<file path="config.mk">
export PLATFORM = sky130hd
export DESIGN_NAME = jpeg_run_size_encoder_core
export DESIGN_NICKNAME = d
export VERILOG_FILES = /design/src/jrs_pkg.sv /design/src/jrs_front.sv /design/src/jrs_queue.sv /design/src/jrs_back.sv /design/src/jpeg_run_size_encoder_core.sv
export SDC_FILE = /design/constraint.sdc
export NUM_CORES = 1
export LEC_CHECK = 0
export BUFFER_PORTS_ARGS = -buffer_cell sky130_fd_sc_hd__buf_2
export CORE_UTILIZATION = 54
export CTS_CLUSTER_SIZE = 14
export DETAILED_ROUTE_END_ITERATION = 7
export GPL_TIMING_DRIVEN = 0
export PLACE_DENSITY = 0.79
export SLEW_MARGIN = 20
export SYNTH_ARGS = -nofsm -noshare
export SYNTH_HDL_FRONTEND = slang
export SYNTH_SLANG_ARGS = --single-unit
</file>
<file path="constraint.sdc">
create_clock -name clk -period 3.2 [get_ports clk]
set_input_delay 0 -clock clk [delete_from_list [all_inputs] [get_ports clk]]
set_output_delay 0 -clock clk [all_outputs]
set_load 0.03 [all_outputs]
</file>
<file path="src/jrs_pkg.sv">
// Package for the JPEG run/size encoder core.
// Holds word types, sizing constants and symbol codes; no dependencies.
package jrs_pkg;

  localparam int COEF_BITS   = 12;
  localparam int BLOCK_SIZE  = 64;
  localparam int POS_W       = 6;
  localparam int SIZE_W      = 4;
  localparam int SYM_W       = 8;
  localparam int ZRL_CNT_W   = 2;
  localparam int QUEUE_DEPTH = 4;
  localparam int QPTR_W      = $clog2(QUEUE_DEPTH);

  localparam logic [SYM_W-1:0] SYM_ZRL = 8'hF0;
  localparam logic [SYM_W-1:0] SYM_EOB = 8'h00;
  localparam logic [POS_W-1:0] POS_LAST = POS_W'(BLOCK_SIZE - 1);

  typedef struct packed {
    logic signed [COEF_BITS-1:0] coefficient;
    logic                        block_last;
  } in_word_t;

  typedef struct packed {
    logic [SYM_W-1:0]            run_size;
    logic signed [COEF_BITS-1:0] amplitude;
    logic                        result_last;
    logic                        block_done;
  } out_word_t;

  // one queued job: leading ZRL count plus the closing symbol
  typedef struct packed {
    logic [ZRL_CNT_W-1:0]        zrl;
    logic [SYM_W-1:0]            run_size;
    logic signed [COEF_BITS-1:0] amplitude;
    logic                        block_done;
  } job_t;

endpackage

</file>
<file path="src/jrs_front.sv">
// Front end: accepts coefficient words, tracks run and position, builds jobs.
// Depends on jrs_pkg.
module jrs_front #(
  parameter int BLOCK_SIZE = jrs_pkg::BLOCK_SIZE
) (
  input  logic             clk,
  input  logic             rst_n,
  input  logic             in_valid,
  output logic             in_stall,
  input  jrs_pkg::in_word_t in_data,
  input  logic             q_full,
  output logic             push,
  output jrs_pkg::job_t    push_job
);

  localparam logic [jrs_pkg::POS_W-1:0] LAST_POS = jrs_pkg::POS_W'(BLOCK_SIZE - 1);

  logic [jrs_pkg::POS_W-1:0]     zero_run_r, zero_run_nxt;
  logic [jrs_pkg::POS_W-1:0]     pos_r, pos_nxt;
  logic [jrs_pkg::COEF_BITS-1:0] raw;
  logic [jrs_pkg::COEF_BITS-1:0] mag;
  logic [jrs_pkg::SIZE_W-1:0]    size;
  logic                          last_eff;
  logic                          acc;

  assign in_stall = q_full;
  assign acc      = in_valid && !q_full;
  assign raw      = in_data.coefficient;
  assign mag      = raw[jrs_pkg::COEF_BITS-1] ? (~raw + 1'b1) : raw;
  assign last_eff = in_data.block_last || (pos_r == LAST_POS);

  always_comb begin
    size = '0;
    for (int i = 0; i < jrs_pkg::COEF_BITS; i++) begin
      if (mag[i]) begin
        size = jrs_pkg::SIZE_W'(i + 1);
      end
    end
  end

  always_comb begin
    push                = 1'b0;
    push_job.zrl        = '0;
    push_job.run_size   = {{(jrs_pkg::SYM_W-jrs_pkg::SIZE_W){1'b0}}, size};
    push_job.amplitude  = in_data.coefficient;
    push_job.block_done = last_eff;
    zero_run_nxt        = zero_run_r;
    pos_nxt             = pos_r;
    if (acc) begin
      if (pos_r == '0) begin
        push = 1'b1;
      end else if (mag == '0) begin
        if (last_eff) begin
          push                = 1'b1;
          push_job.run_size   = jrs_pkg::SYM_EOB;
          push_job.amplitude  = '0;
          push_job.block_done = 1'b1;
        end else begin
          zero_run_nxt = zero_run_r + 1'b1;
        end
      end else begin
        push              = 1'b1;
        push_job.zrl      = zero_run_r[5:4];
        push_job.run_size = {zero_run_r[3:0], size};
        zero_run_nxt      = '0;
      end
      if (last_eff) begin
        zero_run_nxt = '0;
        pos_nxt      = '0;
      end else begin
        pos_nxt = pos_r + 1'b1;
      end
    end
  end

  always_ff @(posedge clk) begin
    if (!rst_n) begin
      zero_run_r <= '0;
      pos_r      <= '0;
    end else begin
      zero_run_r <= zero_run_nxt;
      pos_r      <= pos_nxt;
    end
  end

endmodule

</file>
<file path="src/jrs_queue.sv">
// Short job queue between front and back ends.
// Depends on jrs_pkg.
module jrs_queue (
  input  logic          clk,
  input  logic          rst_n,
  input  logic          push,
  input  jrs_pkg::job_t push_job,
  input  logic          pop,
  output logic          full,
  output logic          empty,
  output jrs_pkg::job_t head
);

  jrs_pkg::job_t               mem_r [jrs_pkg::QUEUE_DEPTH];
  logic [jrs_pkg::QPTR_W-1:0]  wp_r, rp_r;
  logic [jrs_pkg::QPTR_W:0]    cnt_r;

  assign full  = (cnt_r == (jrs_pkg::QPTR_W+1)'(jrs_pkg::QUEUE_DEPTH));
  assign empty = (cnt_r == '0);
  assign head  = mem_r[rp_r];

  always_ff @(posedge clk) begin
    if (push) begin
      mem_r[wp_r] <= push_job;
    end
  end

  always_ff @(posedge clk) begin
    if (!rst_n) begin
      wp_r  <= '0;
      rp_r  <= '0;
      cnt_r <= '0;
    end else begin
      if (push) begin
        wp_r <= wp_r + 1'b1;
      end
      if (pop) begin
        rp_r <= rp_r + 1'b1;
      end
      if (push && !pop) begin
        cnt_r <= cnt_r + 1'b1;
      end else if (pop && !push) begin
        cnt_r <= cnt_r - 1'b1;
      end
    end
  end

endmodule

</file>
<file path="src/jrs_back.sv">
// Back end: expands each job into ZRL words and its symbol, output register.
// Depends on jrs_pkg.
module jrs_back (
  input  logic               clk,
  input  logic               rst_n,
  input  logic               empty,
  input  jrs_pkg::job_t      head,
  output logic               pop,
  output logic               out_valid,
  input  logic               out_stall,
  output jrs_pkg::out_word_t out_data
);

  logic                          out_valid_r;
  jrs_pkg::out_word_t            out_data_r, out_data_nxt;
  logic [jrs_pkg::ZRL_CNT_W-1:0] zcnt_r, zcnt_nxt;
  logic                          load;
  logic                          zrl_step;

  assign out_valid = out_valid_r;
  assign out_data  = out_data_r;
  assign load      = !out_valid_r || !out_stall;
  assign zrl_step  = (zcnt_r != head.zrl);
  assign pop       = load && !empty && !zrl_step;

  always_comb begin
    zcnt_nxt     = zcnt_r;
    out_data_nxt = out_data_r;
    if (load && !empty) begin
      if (zrl_step) begin
        zcnt_nxt                 = zcnt_r + 1'b1;
        out_data_nxt.run_size    = jrs_pkg::SYM_ZRL;
        out_data_nxt.amplitude   = '0;
        out_data_nxt.result_last = 1'b0;
        out_data_nxt.block_done  = 1'b0;
      end else begin
        zcnt_nxt                 = '0;
        out_data_nxt.run_size    = head.run_size;
        out_data_nxt.amplitude   = head.amplitude;
        out_data_nxt.result_last = 1'b1;
        out_data_nxt.block_done  = head.block_done;
      end
    end
  end

  always_ff @(posedge clk) begin
    out_data_r <= out_data_nxt;
  end

  always_ff @(posedge clk) begin
    if (!rst_n) begin
      out_valid_r <= 1'b0;
      zcnt_r      <= '0;
    end else begin
      zcnt_r <= zcnt_nxt;
      if (load) begin
        out_valid_r <= !empty;
      end
    end
  end

endmodule

</file>
<file path="src/jpeg_run_size_encoder_core.sv">
// Top level of the JPEG zig-zag run/size encoder.
// Depends on jrs_pkg, jrs_front, jrs_queue, jrs_back.
//
//   channel  direction  handshake             word
//   in_      input      in_valid / in_stall   jrs_pkg::in_word_t
//   out_     output     out_valid / out_stall jrs_pkg::out_word_t
//
// One coefficient word per cycle is taken while the job queue has room.
// Each job leaves the output register one word per cycle while out_stall is low:
// up to three ZRL words, set by the back end's ZRL counter, then its symbol.
// Each job passes through the job queue before its first word is registered.
// Synchronous active-low reset clears run, position, queue and output valid.
module jpeg_run_size_encoder_core #(
  parameter int BLOCK_SIZE = jrs_pkg::BLOCK_SIZE
) (
  input  logic               clk,
  input  logic               rst_n,
  input  logic               in_valid,
  output logic               in_stall,
  input  jrs_pkg::in_word_t  in_data,
  output logic               out_valid,
  input  logic               out_stall,
  output jrs_pkg::out_word_t out_data
);

  logic          push, pop, q_full, q_empty;
  jrs_pkg::job_t push_job, head;

  jrs_front #(
    .BLOCK_SIZE (BLOCK_SIZE)
  ) u_front (
    .clk      (clk),
    .rst_n    (rst_n),
    .in_valid (in_valid),
    .in_stall (in_stall),
    .in_data  (in_data),
    .q_full   (q_full),
    .push     (push),
    .push_job (push_job)
  );

  jrs_queue u_queue (
    .clk      (clk),
    .rst_n    (rst_n),
    .push     (push),
    .push_job (push_job),
    .pop      (pop),
    .full     (q_full),
    .empty    (q_empty),
    .head     (head)
  );

  jrs_back u_back (
    .clk       (clk),
    .rst_n     (rst_n),
    .empty     (q_empty),
    .head      (head),
    .pop       (pop),
    .out_valid (out_valid),
    .out_stall (out_stall),
    .out_data  (out_data)
  );

endmodule
</file>
======== Word-level counts from Yosys, hierarchy flattened ========
Memories as Yosys holds them, arrays and structs flattened. A register that Yosys moved wholly into a read port is not among the register bits.
Index checks and enable logic that the tools add are counted.
word-level totals
  flip-flop bits (word level) ............. 44
  RAM bits ................................ 92
  input port bits ......................... 17
  output and inout bits ................... 24
  logic and storage cells ................. 79
  memories kept ........................... 1
memories
  name           depth  width  read ports  clocked after Yosys merged registers in  wr ports  RTL line         RTL
  u_queue.mem_r  4      23     1           1                                        1         jrs_queue.sv:14  jrs_pkg::job_t mem_r [jrs_pkg::QUEUE_DEPTH];
operators by class
  add/subtract/negate cells ............... 8
  eq/ne operators ......................... 4
  muxes and demuxes ....................... 35
  bitwise gates (word level) .............. 1
  reduce and logical (&&, ||, !) cells .... 19
operators by type and width
  cell                   number
  $mux 23                2
  $mux 6                 4
  $mux 4                 5
  $mux 3                 6
  $mux 17                1
  $mux 2                 7
  $mux 13                1
  $add 12x1->12 const B  1
  $add 6x1->6 const B    2
  $logic_not 12->1       1
  $mux 12                1
  $not 12->12            1
  $mux 8                 1
  $logic_not 1->1        7
  $mux 1                 7
  $add 2x1->2 const B    3
  $eq 6x6->1 const B     1
  $logic_not 6->1        1
  $logic_and 1x1->1      5
  $add 3x1->3 const B    1
  $eq 3x3->1 const B     1
  $logic_not 3->1        1
  $sub 3x1->3 const B    1
  $logic_or 1x1->1       2
  other kinds (4)        4

======== Longest topological paths before layout ========
  depth in word-level cells ............... 19
  gate-level depth with buffers ........... 15
  gate-level depth less buffers ........... 14

======== By module ========
From an unflattened synthesis, not the netlist that was laid out.
unflattened totals
  cell total of the unflattened synthesis .. 433
  area total of the unflattened synthesis .. 6276.0 um^2
modules (own cells, without submodules)
  module     instances  cells each  area an instance (um^2)  seq. area each (um^2)
  jrs_queue  1          163         3798.6                   2942.8
  jrs_front  1          205         1458.9                   240.2
  jrs_back   1          65          1018.5                   720.7

======== Worst setup path before layout ========
OpenSTA, ideal clock, no wires.
  path kind ............................... input to register
  start ................................... input in_data[2] (netlist name)
  end ..................................... register u_queue.cnt_r[2] (netlist name)
  setup time .............................. 76 ps
  arrival ................................. 3008 ps
  data required time ...................... 3124 ps
  setup slack ............................. 116 ps
  stages .................................. 14
  path buffers ............................ 0
  cell sequence ........................... inv_1 > ha_1 > or4b_2 > o2111ai_1 > mux2i_1 > o22ai_1 > nor3_1 > a31oi_2 > ha_1 > inv_1 > fa_1 > xor2_1 > or3_1 > a21boi_0
on the way
  longest elaborated chain between the ends .. 10
  elaborated cells between the ends (all ways) .. 12
  those cells by class .................... 1 x add/sub; 5 x mux; 1 x bitwise; 5 x reduce/logical
RTL lines
  item                         RTL line                          RTL
  start, declared              jpeg_run_size_encoder_core.sv:20  input jrs_pkg::in_word_t in_data,
  $not 12->12                  jrs_front.sv:29                   assign mag = raw[jrs_pkg::COEF_BITS-1] ? (~raw + 1'b1) : raw;
  $add 12x1->12                jrs_front.sv:29
  $mux 12 *                    jrs_front.sv:29
  $logic_not 12->1 *           jrs_front.sv:52                   end else if (mag == '0) begin
  $mux 1 *                     jrs_front.sv:52
  $mux 1 *                     jrs_front.sv:50                   if (pos_r == '0) begin
  $mux 1 *                     jrs_front.sv:49                   if (acc) begin
  net push                     jpeg_run_size_encoder_core.sv:26  logic push, pop, q_full, q_empty;
  $logic_not 1->1              jrs_queue.sv:42                   end else if (pop && !push) begin
  $logic_and 1x1->1            jrs_queue.sv:42
  $reduce_bool 2->1 (no line)  --
  end signal, assigned         jrs_queue.sv:41                   cnt_r <= cnt_r + 1'b1;
  end signal, assigned         jrs_queue.sv:43                   cnt_r <= cnt_r - 1'b1;
  end, declared                jrs_queue.sv:16                   logic [jrs_pkg::QPTR_W:0] cnt_r;
Mark *: on every way through the listed nets, which the timed path passes. The rest lies on a longest branch.
A chain may end at the register's enable or synchronous reset.

======== Worst setup path after layout ========
Ends and elaborated chain as after synthesis.

==> results list <==
- Leading cell type in the layout, fill and taps excluded: edfxtp_1
- STA puts the critical path data arrival time at 3.44 ns.
* Switching power as a share of total power: 30.6%
- In this run the power spent charging and discharging nets is 0.00192 W.
- Min cycle time layout: 3.10 ns
- Number of violations reported at the end of detailed-routing iteration 0: 259
* Die Height: 109 um
* Grt total ovfl: 0
- Initial DRT Pass Iterations: 5
* Post-detailed-route DRC marker count: 0
* Logic depth of the worst register-to-register path: 11
- Post-DRT Antenna Nets: 0
- Number of distinct library cells after synthesis: 59
- The die is 109 um wide.
- In this run the number of H-tree levels came out at 4.
- Largest clock skew in the final design: 0.0107 ns
* Via/cell ratio: 5.85
- Fin crit share: 96.8%
* Number of warning messages in the yosys log: 0
- Synthesis-to-layout area growth: 18.3%
- Sequential Power Share: 39.8%
* Startpoint type of the worst setup path: primary input
* Number of port buffers: 38
- Worst IR Drop VDD: 609 uV
- Portion of the post-synthesis area used by sequential elements: 63.4%
- Antenna violations before repair: 0
- For this run, the total global-route usage over all layers was measured as 22.7%.
* Clock-pin slew of the registers on the worst-case setup and hold paths: 0.06 ns
* Classification of the worst setup path: in -> reg
* Global-route wire length before repair: 19.4 mm
* Pin count of the biggest net entering global routing: 27
* Area inside the core boundary: 11000 sq um
- At the pin with the least slew margin, the transition time is 0.898 ns.
- Final setup viols: 0
* Worst-case setup slack after placement: -0.473 ns
* Number of global-route vias before repair: 3822
- Number of cells on the worst hold path: 3
- The final layout contains routed wiring with a total length of 12.4 mm.
- Mapped Avg Cell Area: 14.3 sq um
- The synthesized netlist occupies a cell area of 6150 sq um.
- The kind of cell with the highest combined delay along the critical path is compound AO/OA/AOI/OAI gates.
- Yosys mapped a number of flops with a built-in enable equal to 114.
- Clk_lat worst skew: 0.42 ns
- Total die area: 11800 sq um
- Final worst-path setup slack: 0.102 ns
- Number of ports placed on the die boundary: 41
* Number of inserted diodes: 0
* Initial standard-cell utilization of the core: 56.0%
- Final count of pins violating max slew: 0
- Type of element capturing the critical path: flop
- In the post-synthesis netlist, the biggest area contributors are edfxtp_1, mux4_2, dfxtp_1.
- Along the worst path, the maximum fanout reaches 5.
* Final Power: 0.00627 W
* Worst slew slack as a fraction of its limit: 40.2%
* Maximum clock frequency: 0.323 GHz
* FFs w/ async S/R, synth: 0%
- In this run the power density over the cells is 861 nW/um^2.
- Together, buffers and inverters on the worst path number 3.
- Leakage component of the power: 2.58 nW
- TritonCTS built the clock tree.
* Cells after synthesis: 429
- Sink count of the clock tree: 138
- Post-DP HPWL: 7.73 mm
- Fraction of layout instances using a drive strength above 1: 28.3%
- Number of filler instances in the final layout: 739
* Worst endpoint required time: 3.54 ns
* Result of the run: finished clean
- Most frequent cells in the layout: edfxtp_1, buf_2, nand2_1, mux4_2, dfxtp_1
* Number of max-cap violations: 0
- In this run, synthesis produced a sequential element count of 138.
* Net count of the finished layout: 521
- edfxtp_1 takes more of the synthesized area than any other cell.
* Area used by multi-input combinational logic: 2170 sq um
* Num rows: 38
- The clock network burns 32.0% of the power.
- On the worst path, the slowest cell contributes a delay of 0.49 ns.
* Main flop type after synthesis: edfxtp_1
- The critical path goes through buf_2 > inv_1 > ha_2 > or4b_4 > o2111ai_1 > mux2i_1 > o22ai_2 > nor3_2 > a31oi_2 > ha_2 > inv_1 > fa_1 > xor2_1 > or3_1 > a21boi_0.
- Counting the buffers created by CTS gives 17.
* Post-Syn Nets: 457
* Final hold violation count: 0
* Sequential cell area: 3910 sq um
- Internal power consumption: 0.00435 W
- The share of total power dissipated in combinational logic is 28.2%.
* Area share of the leading cell type in the synthesized netlist: 55.6%
* Max Root-Sink Buffers: 2
- Clock root buffer: clkbuf_16
- HP Class: in -> reg
* Final RePlAce weighted congestion: 0.917
* Via total after detailed routing: 3777
- Count of cell instances traversed by the critical path: 15
* Average routed wire per standard cell: 19.2 um
* Cell with the largest stage delay on the worst path: or4b_4
-- power by group through the flow --
stage	registers, W	clock network, W	logic [W]
floorplan	0.00280	0	0.000904
global placement	0.00250	0	0.00158
detailed placement	0.00251	0	0.00171
CTS	0.00250	0.00202	0.00174
global route	0.00252	0.00209	0.00191
finish	0.00249	0.00200	0.00177
-- cells in the mapped netlist (all sizes together), types with 2 or more instances --
cell type,count
a21boi,2
dfxtp,24
or2,7
a21oi,9
and2,29
o21ai,11
mux2i,6
buf,8
xnor2,8
clkbuf,14
ha,10
nand4,7
a31oi,3
nand2b,3
nand2,26
o2111ai,3
or2b,2
nor3b,5
edfxtp,114
or4b,2
or4,2
or3,4
and3,21
o31ai,3
o311ai,3
nor2b,8
inv,11
xor2,9
nor2,18
o22ai,3
nor3,5
nor4b,2
o211ai,2
nand3,11
mux4,23
-- cell type report --
| type | instances | area share [%] |
|---|---|---|
| buffer | 21 | 1.39 |
| clock buffer | 18 | 5.90 |
| clock inverter | 14 | 2.46 |
| inverter | 11 | 0.567 |
| multi-input combinational | 258 | 29.8 |
| sequential | 138 | 53.7 |
| tap | 140 | 2.41 |
| timing repair buffer | 46 | 3.85 |
-- per-layer routing --
layer  share of wire [%]  vias up  track usage, %
li1                    -     1764               -
met1                  43     1869            29.0
met2                  50      123            37.0
met3                 5.5       21            6.04
met4                 1.7        0            9.17
met5                   0        -               0
-- logic make-up (layout without fill, tap and decap cells) --
| group | after synthesis | in the layout | share of synthesized area [%] |
|---|---|---|---|
| adder cells (fa/ha/maj) | 11 | 11 | 2.36 |
| AND/OR/NAND/NOR | 155 | 155 | 14.9 |
| XOR/XNOR | 17 | 17 | 2.42 |
| buffers and inverters | 33 | 110 | 2.38 |
| AO/OA/AOI/OAI | 46 | 46 | 5.12 |
| flip-flops | 138 | 138 | 63.4 |
| multiplexers | 29 | 29 | 9.39 |
-- tightest hold or removal path, cell delays in order --
cell and delay (ns):
clkbuf_1 0.21, nand2_1 0.13, mux2i_1 0.05
-- per-stage QoR --
step | hold WS, ns | util [%] | cell area, sq um | TNS [ns] | instances
floorplan | 0.154 | - | 6150 | 0 | 429
global placement | 0.269 | 59.4 | 6520 | -40.22 | 607
detailed placement | 0.315 | 59.8 | 6560 | -8.94 | 608
CTS | 0.00832 | 65.8 | 7230 | 0 | 644
global route | 0.0429 | 66.3 | 7280 | -0.0736 | 646
finish | 0.0240 | 66.3 | 7280 | 0 | 646
-- registers in the layout (all words and copies together) (netlist names), named ones only --
name	count
u_back.out_valid	1
u_queue.rp_r	2
u_queue.cnt_r	3
u_back.out_data	22
u_back.zcnt_r	2
u_queue.wp_r	2
u_front.zero_run_r	6
u_queue.mem_r	92
u_front.pos_r	6
-- repair_timing --
| item | 4_1_cts | 5_1_grt |
|---|---|---|
| pin swaps | 1 | 2 |
| hold buffers | 4 | 0 |
| setup endpoints to repair | 2 | 1 |
| hold endpoints to repair | 6 | 0 |
| gates resized for setup | 3 | 9 |
| gates cloned | 0 | 0 |
| setup buffers | 1 | 2 |
-- path summary, 6_finish.rpt --
check | start | endpoint | slack (ns)
hold / removal | rst_n | u_queue.wp_r[1]$_SDFFE_PN0P_ | 0.02
setup / recovery | in_data[2] | u_queue.cnt_r[2]$_SDFFE_PN0P_ | 0.10
hold reg to reg | u_queue.wp_r[1]$_SDFFE_PN0P_ | u_queue.wp_r[1]$_SDFFE_PN0P_ | 0.50
setup reg to reg | flop | u_queue.cnt_r[2]$_SDFFE_PN0P_ | 0.14
(Power assumes the default switching activity.)
